**src/rtl/cep_pkg.sv**
```systemverilog
// Charge enable policy package: register indexes, mode and decision codes, limits.
// Used by the channel interfaces and by charge_enable_policy_top.
package cep_pkg;

  localparam int unsigned LevelW = 8;
  localparam int unsigned LimitW = 7;
  localparam int unsigned CfgDataW = 7;

  localparam logic [LimitW-1:0] LevelFull = LimitW'(100);
  localparam logic signed [LevelW-1:0] LevelFullS = LevelW'(100);
  localparam logic signed [LevelW-1:0] LevelMinimum = LevelW'(5);

  typedef enum logic [1:0] {
    REG_CHARGE_MODE  = 2'd0,
    REG_LOW_LIMIT    = 2'd1,
    REG_HIGH_LIMIT   = 2'd2,
    REG_CONTROL_AVAIL = 2'd3
  } cfg_reg_e;

  typedef enum logic [1:0] {
    MODE_DISABLE     = 2'd0,
    MODE_ENABLE      = 2'd1,
    MODE_THRESH      = 2'd2,
    MODE_THRESH_FULL = 2'd3
  } mode_e;

  typedef enum logic [1:0] {
    DEC_UNKNOWN  = 2'd0,
    DEC_ENABLED  = 2'd1,
    DEC_DISABLED = 2'd2
  } dec_e;

  // force request codes; the fourth code is ignored like FORCE_NONE
  localparam logic [1:0] FORCE_NONE = 2'd0;
  localparam logic [1:0] FORCE_ON   = 2'd1;
  localparam logic [1:0] FORCE_OFF  = 2'd2;

  // clamp a limit register to 100
  function automatic logic [LimitW-1:0] clamp_limit(input logic [LimitW-1:0] v);
    clamp_limit = (v > LevelFull) ? LevelFull : v;
  endfunction

endpackage

```
**src/rtl/cep_if.sv**
```systemverilog
// Valid/ready channel interfaces for the charge enable policy block:
// snapshot input, decision output and configuration write. Depends on cep_pkg.
interface cep_in_if import cep_pkg::*; ();
  logic                     valid;
  logic                     ready;
  logic                     cable_disconnected;
  logic                     status_full;
  logic signed [LevelW-1:0] level_percent;
  logic [1:0]               force_request;

  modport source (output valid, cable_disconnected, status_full, level_percent,
                  force_request, input ready);
  modport sink (input valid, cable_disconnected, status_full, level_percent,
                force_request, output ready);
endinterface

interface cep_out_if;
  logic valid;
  logic ready;
  logic charge_allowed;
  logic decision_changed;
  logic forced_active;
  logic full_seen_out;

  modport source (output valid, charge_allowed, decision_changed, forced_active,
                  full_seen_out, input ready);
  modport sink (input valid, charge_allowed, decision_changed, forced_active,
                full_seen_out, output ready);
endinterface

interface cep_cfg_if import cep_pkg::*; ();
  logic                valid;
  logic                ready;
  logic [1:0]          idx;
  logic [CfgDataW-1:0] wdata;

  modport source (output valid, idx, wdata, input ready);
  modport sink (input valid, idx, wdata, output ready);
endinterface

```
**src/rtl/charge_enable_policy_top.sv**
```systemverilog
// Flow: an accepted snapshot waits in the input register and moves into the result
//   register once that is empty or being read; its result is then offered.
// Throughput: one snapshot per cycle; the result register and input register
//   stall only when the result is not taken.
// Reset: asynchronous, active low; configuration registers go to their defaults,
//   valid flags and both latches clear, and the last decision reads unknown.
module charge_enable_policy_top import cep_pkg::*; (
  input logic  clk_i,
  input logic  rst_ni,
  cep_in_if.sink    in_i,
  cep_cfg_if.sink   cfg_i,
  cep_out_if.source out_o
);

  // configuration registers
  mode_e             mode_q;
  logic [LimitW-1:0] low_q;
  logic [LimitW-1:0] high_q;
  logic              ctrl_avail_q;

  // policy state
  dec_e decision_q, decision_d;
  logic full_seen_q, full_seen_d;
  logic forced_q, forced_d;

  // input stage
  logic                     s1_valid_q;
  logic                     s1_unplugged_q;
  logic                     s1_stat_full_q;
  logic signed [LevelW-1:0] s1_level_q;
  logic [1:0]               s1_req_q;

  // result stage
  logic out_valid_q;
  logic out_allowed_q, out_changed_q, out_forced_q, out_full_q;

  logic s1_fire, in_fire, cfg_fire;
  logic [LimitW-1:0] lo, hi_clamp, hi;
  logic signed [LevelW-1:0] lo_s, hi_s;
  logic forced_1, full_1;
  dec_e next_dec;

  assign s1_fire  = s1_valid_q && (!out_valid_q || out_o.ready);
  assign in_i.ready = !s1_valid_q || s1_fire;
  assign in_fire  = in_i.valid && in_i.ready;
  // a write waits until no snapshot sits in the input stage
  assign cfg_i.ready = !s1_valid_q;
  assign cfg_fire = cfg_i.valid && cfg_i.ready;

  always_comb begin
    lo       = clamp_limit(low_q);
    hi_clamp = clamp_limit(high_q);
    hi       = (hi_clamp <= lo) ? LevelFull : hi_clamp;
    lo_s     = LevelW'({1'b0, lo});
    hi_s     = LevelW'({1'b0, hi});

    // force request first
    forced_1 = forced_q;
    full_1   = full_seen_q;
    if (s1_req_q == FORCE_ON) begin
      if (!forced_q) begin
        forced_1 = 1'b1;
        full_1   = 1'b0;
      end
    end else if (s1_req_q == FORCE_OFF) begin
      forced_1 = 1'b0;
    end

    next_dec    = decision_q;
    full_seen_d = full_1;
    if (s1_unplugged_q) begin
      full_seen_d = 1'b0;
      next_dec    = (mode_q == MODE_DISABLE) ? DEC_DISABLED : DEC_ENABLED;
    end else begin
      if (s1_stat_full_q || (s1_level_q >= LevelFullS)) full_seen_d = 1'b1;
      unique case (mode_q)
        MODE_DISABLE: next_dec = DEC_DISABLED;
        MODE_ENABLE:  next_dec = DEC_ENABLED;
        MODE_THRESH, MODE_THRESH_FULL: begin
          if (mode_q == MODE_THRESH_FULL && !full_seen_d) begin
            next_dec = DEC_ENABLED;
          end else if (s1_level_q <= lo_s) begin
            next_dec = DEC_ENABLED;
          end else if (s1_level_q >= hi_s) begin
            next_dec = DEC_DISABLED;
          end
        end
        default: next_dec = decision_q;
      endcase
    end

    // override ends on unplug or full
    forced_d = forced_1 && !(s1_unplugged_q || full_seen_d);
    if (forced_d) next_dec = DEC_ENABLED;

    if (s1_level_q < LevelMinimum) next_dec = DEC_ENABLED;

    if (next_dec != DEC_DISABLED || !ctrl_avail_q) next_dec = DEC_ENABLED;
    decision_d = next_dec;
  end

  // configuration and policy state; a write never meets a moving snapshot
  always_ff @(posedge clk_i or negedge rst_ni) begin
    if (!rst_ni) begin
      mode_q       <= MODE_ENABLE;
      low_q        <= LimitW'(87);
      high_q       <= LimitW'(90);
      ctrl_avail_q <= 1'b1;
      decision_q   <= DEC_UNKNOWN;
      full_seen_q  <= 1'b0;
      forced_q     <= 1'b0;
    end else if (cfg_fire) begin
      unique case (cfg_reg_e'(cfg_i.idx))
        REG_CHARGE_MODE: begin
          if (mode_e'(cfg_i.wdata[1:0]) != mode_q) begin
            mode_q      <= mode_e'(cfg_i.wdata[1:0]);
            full_seen_q <= 1'b0;
            forced_q    <= 1'b0;
          end
        end
        REG_LOW_LIMIT:     low_q        <= cfg_i.wdata[LimitW-1:0];
        REG_HIGH_LIMIT:    high_q       <= cfg_i.wdata[LimitW-1:0];
        REG_CONTROL_AVAIL: ctrl_avail_q <= cfg_i.wdata[0];
        default: ;
      endcase
    end else if (s1_fire) begin
      decision_q  <= decision_d;
      full_seen_q <= full_seen_d;
      forced_q    <= forced_d;
    end
  end

  // valid flags
  always_ff @(posedge clk_i or negedge rst_ni) begin
    if (!rst_ni) begin
      s1_valid_q  <= 1'b0;
      out_valid_q <= 1'b0;
    end else begin
      if (in_i.ready) s1_valid_q <= in_fire;
      if (s1_fire) begin
        out_valid_q <= 1'b1;
      end else if (out_o.ready) begin
        out_valid_q <= 1'b0;
      end
    end
  end

  // payload registers
  always_ff @(posedge clk_i) begin
    if (in_fire) begin
      s1_unplugged_q <= in_i.cable_disconnected;
      s1_stat_full_q <= in_i.status_full;
      s1_level_q     <= in_i.level_percent;
      s1_req_q       <= in_i.force_request;
    end
    if (s1_fire) begin
      out_allowed_q <= (decision_d == DEC_ENABLED);
      out_changed_q <= (decision_d != decision_q);
      out_forced_q  <= forced_d;
      out_full_q    <= full_seen_d;
    end
  end

  assign out_o.valid            = out_valid_q;
  assign out_o.charge_allowed   = out_allowed_q;
  assign out_o.decision_changed = out_changed_q;
  assign out_o.forced_active    = out_forced_q;
  assign out_o.full_seen_out    = out_full_q;

`ifndef SYNTHESIS
  // once decided, the decision never goes back to unknown
  a_dec_known: assert property (@(posedge clk_i) disable iff (!rst_ni)
    decision_q != DEC_UNKNOWN |=> decision_q != DEC_UNKNOWN)
    else $error("decision returned to unknown");

  // a moved snapshot always lands in the result register
  a_s1_to_out: assert property (@(posedge clk_i) disable iff (!rst_ni)
    s1_fire |=> out_valid_q)
    else $error("result lost between stages");

  // the held result matches the stored decision
  a_out_matches_state: assert property (@(posedge clk_i) disable iff (!rst_ni)
    out_valid_q |-> (out_allowed_q == (decision_q == DEC_ENABLED)))
    else $error("result and stored decision disagree");

  // override cannot survive a full battery
  a_forced_not_full: assert property (@(posedge clk_i) disable iff (!rst_ni)
    out_valid_q |-> !(out_forced_q && out_full_q))
    else $error("forced charging active with full latch set");
`endif

endmodule

```
**src/flat_wrapper.sv**
```systemverilog
// flat-port wrapper written by rule: the top's interface ports become plain ports
module charge_enable_policy_top_flat import cep_pkg::*;
  (clk_i, rst_ni, in_i_valid, in_i_cable_disconnected, in_i_status_full, in_i_level_percent, in_i_force_request, in_i_ready, cfg_i_valid, cfg_i_idx, cfg_i_wdata, cfg_i_ready, out_o_valid, out_o_charge_allowed, out_o_decision_changed, out_o_forced_active, out_o_full_seen_out, out_o_ready);
  cep_in_if in_i_i ();
  cep_cfg_if cfg_i_i ();
  cep_out_if out_o_i ();
  input logic clk_i;
  input logic rst_ni;
  input wire logic [$bits(in_i_i.valid)-1:0] in_i_valid;
  input wire logic [$bits(in_i_i.cable_disconnected)-1:0] in_i_cable_disconnected;
  input wire logic [$bits(in_i_i.status_full)-1:0] in_i_status_full;
  input wire logic [$bits(in_i_i.level_percent)-1:0] in_i_level_percent;
  input wire logic [$bits(in_i_i.force_request)-1:0] in_i_force_request;
  output wire logic [$bits(in_i_i.ready)-1:0] in_i_ready;
  input wire logic [$bits(cfg_i_i.valid)-1:0] cfg_i_valid;
  input wire logic [$bits(cfg_i_i.idx)-1:0] cfg_i_idx;
  input wire logic [$bits(cfg_i_i.wdata)-1:0] cfg_i_wdata;
  output wire logic [$bits(cfg_i_i.ready)-1:0] cfg_i_ready;
  output wire logic [$bits(out_o_i.valid)-1:0] out_o_valid;
  output wire logic [$bits(out_o_i.charge_allowed)-1:0] out_o_charge_allowed;
  output wire logic [$bits(out_o_i.decision_changed)-1:0] out_o_decision_changed;
  output wire logic [$bits(out_o_i.forced_active)-1:0] out_o_forced_active;
  output wire logic [$bits(out_o_i.full_seen_out)-1:0] out_o_full_seen_out;
  input wire logic [$bits(out_o_i.ready)-1:0] out_o_ready;
  assign in_i_i.valid = in_i_valid;
  assign in_i_i.cable_disconnected = in_i_cable_disconnected;
  assign in_i_i.status_full = in_i_status_full;
  assign in_i_i.level_percent = in_i_level_percent;
  assign in_i_i.force_request = in_i_force_request;
  assign in_i_ready = in_i_i.ready;
  assign cfg_i_i.valid = cfg_i_valid;
  assign cfg_i_i.idx = cfg_i_idx;
  assign cfg_i_i.wdata = cfg_i_wdata;
  assign cfg_i_ready = cfg_i_i.ready;
  assign out_o_valid = out_o_i.valid;
  assign out_o_charge_allowed = out_o_i.charge_allowed;
  assign out_o_decision_changed = out_o_i.decision_changed;
  assign out_o_forced_active = out_o_i.forced_active;
  assign out_o_full_seen_out = out_o_i.full_seen_out;
  assign out_o_i.ready = out_o_ready;
  charge_enable_policy_top u_core (.clk_i(clk_i), .rst_ni(rst_ni), .in_i(in_i_i), .cfg_i(cfg_i_i), .out_o(out_o_i));
endmodule
```
**config.mk**
```make
export PLATFORM = sky130hd
export DESIGN_NAME = charge_enable_policy_top_flat
export DESIGN_NICKNAME = d
export VERILOG_FILES = /design/src/rtl/cep_pkg.sv /design/src/rtl/cep_if.sv /design/src/rtl/charge_enable_policy_top.sv /design/src/flat_wrapper.sv
export SDC_FILE = /design/constraint.sdc
export NUM_CORES = 1
export LEC_CHECK = 0
export BUFFER_PORTS_ARGS = -buffer_cell sky130_fd_sc_hd__buf_2
export CORE_ASPECT_RATIO = 0.75
export CORE_MARGIN = 2
export CORE_UTILIZATION = 30
export DETAILED_ROUTE_END_ITERATION = 10
export HOLD_SLACK_MARGIN = 0.12
export SLEW_MARGIN = 5
export SYNTH_ARGS = -nofsm -noshare
export SYNTH_HDL_FRONTEND = slang
export SYNTH_SLANG_ARGS = --single-unit
```
**constraint.sdc**
```tcl
create_clock -name clk_i -period 7.5 [get_ports clk_i]
set_clock_uncertainty 0.2 [all_clocks]
set_input_delay 1.125 -clock clk_i [delete_from_list [all_inputs] [get_ports clk_i]]
set_output_delay 1.125 -clock clk_i [all_outputs]
set_load 0.05 [all_outputs]
```
### After elaboration in Yosys (flattened, before gate mapping)

Cells that the tools add are included.

* flip-flop bits (word level): 39
* output and inout port bits: 7

* $lt $le $gt $ge: 7
* equal/unequal tests: 14
* multiplexer cells: 27
* bitwise logic cells: 1
* reductions and logical operators: 26

Operator list (count)
* two-way mux 7 bit: 3
* two-way mux 2 bit: 8
* two-way mux 1 bit: 15
* greater-than comparator 7 bit (second input constant): 2
* equality test 2 bit (second input constant): 5
* equality test 2 x 1 -> 1 bit (second input constant): 4
* greater-or-equal comparator 8 bit: 1
* greater-or-equal comparator 8 bit (second input constant): 1
* less-or-equal comparator 8 bit: 1
* less-than comparator 8 x 4 -> 1 bit (second input constant): 1
* AND reduction 2 bit: 4
* less-or-equal comparator 7 bit: 1
* != test 2 bit (second input constant): 3
* case mux 2 bit (3 select lines): 1
* AND reduction 3 bit: 2
* logical AND 1 bit: 5
* zero test 1 bit: 5
* logical OR 1 bit: 5
* zero test 2 bit: 2
* != test 2 bit: 2
* nonzero test 2 bit: 2
* OR reduction 2 bit: 1
* NOT 1 bit: 1

### Depth between registers and ports, before layout

* depth in word-level cells: 16
* gate-level depth with buffers: 17
* mapped depth without buffers: 17

### Least setup slack after synthesis

No wires, ideal clock.

* path type: register -> register
* from: register u_core.high_q[1]
* to: register u_core.out_changed_q (netlist: u_core.out_o.decision_changed) (data pin)
* library setup time: 0.260 ns
* data arrival time: 3.145 ns
* required time: 7.040 ns
* slack: 3.895 ns
* stages on the path, launching flop included: 18
* path buffers: 0
* cell sequence: dfstp_2 -> o21ai_0 -> a21oi_1 -> nor2b_1 -> ha_1 -> nor2b_1 -> o21a_1 -> o21a_1 -> o31ai_2 -> nor2_1 -> and2_1 -> ha_1 -> nand2b_1 -> a31oi_1 -> o21ai_0 -> a31oi_1 -> nand3b_4 -> mux2i_1

* longest elaborated chain between the ends: 16

RTL lines
* from (decl): RTL line charge_enable_policy_top.sv:18 `logic [LimitW-1:0] high_q;`
* from (signal assigned): RTL line charge_enable_policy_top.sv:107 `high_q <= LimitW'(90);`
* from (signal assigned): RTL line charge_enable_policy_top.sv:122 `REG_HIGH_LIMIT: high_q <= cfg_i.wdata[LimitW-1:0];`
* greater-than comparator 7 bit: RTL line cep_pkg.sv:40 `clamp_limit = (v > LevelFull) ? LevelFull : v;`
* two-way mux 7 bit (*): RTL line cep_pkg.sv:40
* less-or-equal comparator 7 bit: RTL line charge_enable_policy_top.sv:53 `hi = (hi_clamp <= lo) ? LevelFull : hi_clamp;`
* two-way mux 7 bit (*): RTL line charge_enable_policy_top.sv:53
* greater-or-equal comparator 8 bit (*): RTL line charge_enable_policy_top.sv:84 `end else if (s1_level_q >= hi_s) begin`
* two-way mux 2 bit (*): RTL line charge_enable_policy_top.sv:84
* two-way mux 2 bit (*): RTL line charge_enable_policy_top.sv:82 `end else if (s1_level_q <= lo_s) begin`
* two-way mux 2 bit (*): RTL line charge_enable_policy_top.sv:80 `if (mode_q == MODE_THRESH_FULL && !full_seen_d) begin`
* case mux 2 bit (3 select lines) (*): RTL line charge_enable_policy_top.sv:76 `unique case (mode_q)`
* two-way mux 2 bit (*): RTL line charge_enable_policy_top.sv:71 `if (s1_unplugged_q) begin`
* two-way mux 2 bit (*): RTL line charge_enable_policy_top.sv:94 `if (forced_d) next_dec = DEC_ENABLED;`
* two-way mux 2 bit (*): RTL line charge_enable_policy_top.sv:96 `if (s1_level_q < LevelMinimum) next_dec = DEC_ENABLED;`
* != test 2 bit: RTL line charge_enable_policy_top.sv:98 `if (next_dec != DEC_DISABLED || !ctrl_avail_q) next_dec = DEC_ENABLED;`
* logical OR 1 bit: RTL line charge_enable_policy_top.sv:98
* two-way mux 2 bit (*): RTL line charge_enable_policy_top.sv:98
* != test 2 bit (*): RTL line charge_enable_policy_top.sv:158 `out_changed_q <= (decision_d != decision_q);`
* to (signal assigned): RTL line charge_enable_policy_top.sv:158
* to (decl): RTL line charge_enable_policy_top.sv:35 `logic out_allowed_q, out_changed_q, out_forced_q, out_full_q;`

Every way passes the cells marked *; elsewhere a longest branch is shown, timed or not.
A chain may end at the register's enable or synchronous reset.

### Worst setup path after layout

Same ends and word-level chain as after synthesis.

==> summary.md <==
| Metric | Value |
|---|---|
| Initial antenna violation count | `0` |
| Slew HR | `0.576` |
| CP Data Arrival Time | `3900 ps` |
| Final setup fails | `0` |
| Cell Rows | `26` |
| Worst hold slack | `320 ps` |
| Drt pass-1 iters | `4` |
| Slowest CP cell | `dfstp_2` |
| Antenna-violating nets left | `0` |
| Max-cap violations | `0` |
| H-tree levels | `2` |
| Grt total ovfl | `0` |
| CTS max path bufs | `2` |
| Avg Inst Size Synth | `11.6 um^2` |
| Max Slew Vio Count | `0` |
| Reg clk slew, reported paths | `90 ps` |
| Num ports | `33` |
| VDD IR-drop max | `133 uV` |
| Clock Latency Late Sink | `300 ps` |
| Number of synthesized register bits | `39` |
| Post-synthesis cell type count | `37` |
| Die height | `77.6 um` |
| First-pass GRT wire length | `7.45 mm` |
| Layout cells sized above 1 | `0.338` |
| Non-Filler Instances | `323` |
| # nets final | `271` |
| Clock sink count | `39` |
| HPWL after DPL | `3.59 mm` |
| CTS Buf Count | `5` |
| Period utilization | `0.530` |
| Worst Path Max Fanout | `5` |
| Pre-CTS setup slack | `3630 ps` |
| Multi-input logic area | `1050 um^2` |
| Main synth FF type | `edfxtp_1` |
| Drt initial violations | `52` |
| Vias | `1519` |
| Core Footprint | `6900 um^2` |
| Setup CP Type | `reg2reg` |
| Status | `finished clean` |
| WL final | `4.55 mm` |
| Post-synth EDFFs | `16` |
| CP Data Required Time | `7430 ps` |
| Synth async-reset ratio | `0.590` |
| Port Buffer Count | `32` |
| PwrDens | `269 nW/um^2` |
| Die area | `7930 um^2` |
| Yosys warns | `0` |
| Least-Margin Pin Slew | `633 ps` |
| Worst setup SP type | `flip-flop` |
| Setup TNS | `0 ps` |
| Final hold vios | `0` |
| Share of the synthesized area in the top cell type | `0.221` |
| Dpl cells | `315` |
| Worst setup margin | `3520 ps` |
| Synth Cell Area | `2170 um^2` |
| Pin count of the biggest net entering global routing | `24` |
| Post-CTS setup buffers | `0` |
| Yosys top cell by area | `edfxtp_1` |
| Top post-synthesis cells by area | `edfxtp_1, dfrtp_1, dfstp_2` |
| CTS tree | `yes` |
| Starting density of the core | `0.315` |
| Worst Hold Class | `reg2reg` |
| Routability congestion estimate | `0.787` |
| FILL cells | `708` |
| Seq. cell area | `1070 um^2` |
| Leakage dissipation | `1.10 nW` |
| Clock Root Buffer | `clkbuf_8` |
| All-Layer GR Usage | `0.125` |
| Vias in the first global route | `1514` |
| Peak Freq | `0.251 GHz` |
| Seq/Total Area, Yosys | `0.493` |
| Synthesized instance count | `187` |
| Fin crit period | `3980 ps` |
| Crit-path cells | `o21ai_0, a21oi_1, nor2b_1, ha_1, nor2b_1, o21a_1, o21a_1, o31ai_2, nor2_1, and2_1, ha_1, nand2b_1, a31oi_1, o21ai_0, a31oi_1, nand3b_4, mux2i_1` |
| Drt drc | `0` |
| Width of the die | `102 um` |
| Vias per cell | `4.70` |
| Resize count post-CTS | `0` |
| WL/cell | `14.1 um` |
| Layout area overhead | `17.8%` |
| RSZ-0062 raised after global routing | `false` |
| List of most frequent post-synthesis cells | `ha_1, nand2_1, edfxtp_1` |
| Diodes inserted | `0` |
| Post-Syn Nets | `234` |
| Crit-path max cell delay | `560 ps` |
| Cts hold-fix bufs | `0` |
| CP endpoint kind | `flip-flop` |
metrics by stage:
step | area [um^2] | utilization | power (mW)
after floorplan | 2170 | - | 0.462
after global placement | 2440 | 0.354 | 0.517
after detailed placement | 2440 | 0.354 | 0.523
after CTS | 2560 | 0.371 | 0.693
after global routing | 2560 | 0.371 | 0.736
final | 2560 | 0.371 | 0.688
logic make-up after synthesis:
logic type | after synthesis | synth area share
compound gates | 36 | 0.122
xor+xnor | 2 | 0.00808
fa+ha+maj | 21 | 0.121
buf+inv | 13 | 0.0225
flops | 39 | 0.493
mux | 16 | 0.0842
simple gates | 60 | 0.149
layout make-up:
class,count,area share
clock inverters,2,0.00685
well taps,98,0.0480
repair buffers,32,0.0627
inverters,11,0.0162
flip-flops and latches,39,0.419
multi-input cells,135,0.411
clock buffers,6,0.0367
critical path, delay by kind of cell (launching register included):
| kind | cells | cell delay [ps] |
|---|---|---|
| AOI/OAI and AO/OA | 8 | 1410 |
| adders and majority gates | 2 | 570 |
| DFF | 1 | 560 |
| muxes | 1 | 230 |
| and+or+nand+nor | 6 | 830 |
report_power, final:
group	switching, mW	internal [mW]	total, mW
Combinational	0.122	0.101	0.223
Clock	0.0809	0.0874	0.168
Sequential	0.0281	0.269	0.297
sequential cells by signal, summed over array words and instances (netlist names):
| register | count |
|---|---|
| u_core.out_o.valid | 1 |
| u_core.out_o.forced_active | 1 |
| u_core.s1_stat_full_q | 1 |
| u_core.low_q | 7 |
| u_core.s1_level_q | 8 |
| u_core.s1_valid_q | 1 |
| u_core.out_o.decision_changed | 1 |
| u_core.mode_q | 2 |
| u_core.s1_unplugged_q | 1 |
| u_core.out_o.charge_allowed | 1 |
| u_core.s1_req_q | 2 |
| u_core.full_seen_q | 1 |
| u_core.forced_q | 1 |
| u_core.high_q | 7 |
| u_core.ctrl_avail_q | 1 |
| u_core.decision_q | 2 |
| u_core.out_o.full_seen_out | 1 |
cells in the final DEF (no fill, tap or decap), drive strengths merged, types with 8 or more instances in the layout:
master	instances
buf	32
dfrtp	12
nor2b	8
mux2	15
dfstp	11
edfxtp	16
ha	21
nor2	10
inv	12
o21ai	12
nand2	21
worst paths after layout:
path | start | end | slack, ps | cells past startpoint
max in group asynchronous | rst_ni | u_core.mode_q[0]$_DFFE_PN1P_ | 6150 | 1
min in group asynchronous | rst_ni | u_core.high_q[0]$_DFFE_PN0P_ | 580 | 1
max | u_core.high_q[1]$_DFFE_PN1P_ | u_core.out_o.decision_changed$_DFFE_PP_ | 3520 | 17
max reg2reg | u_core.high_q[1]$_DFFE_PN1P_ | u_core.out_o.decision_changed$_DFFE_PP_ | 3520 | 17
min | u_core.full_seen_q$_DFFE_PN0P_ | u_core.full_seen_q$_DFFE_PN0P_ | 320 | 2
min reg2reg | u_core.full_seen_q$_DFFE_PN0P_ | u_core.full_seen_q$_DFFE_PN0P_ | 320 | 2
per-layer routing:
layer,global-route usage,vias up,part of all wire
li1,-,757,-
met5,0,-,0
met4,0.0493,0,0.014
met1,0.188,723,0.53
met3,0.0324,6,0.040
met2,0.167,33,0.41
No activity file was read; power rests on OpenSTA's default activity.
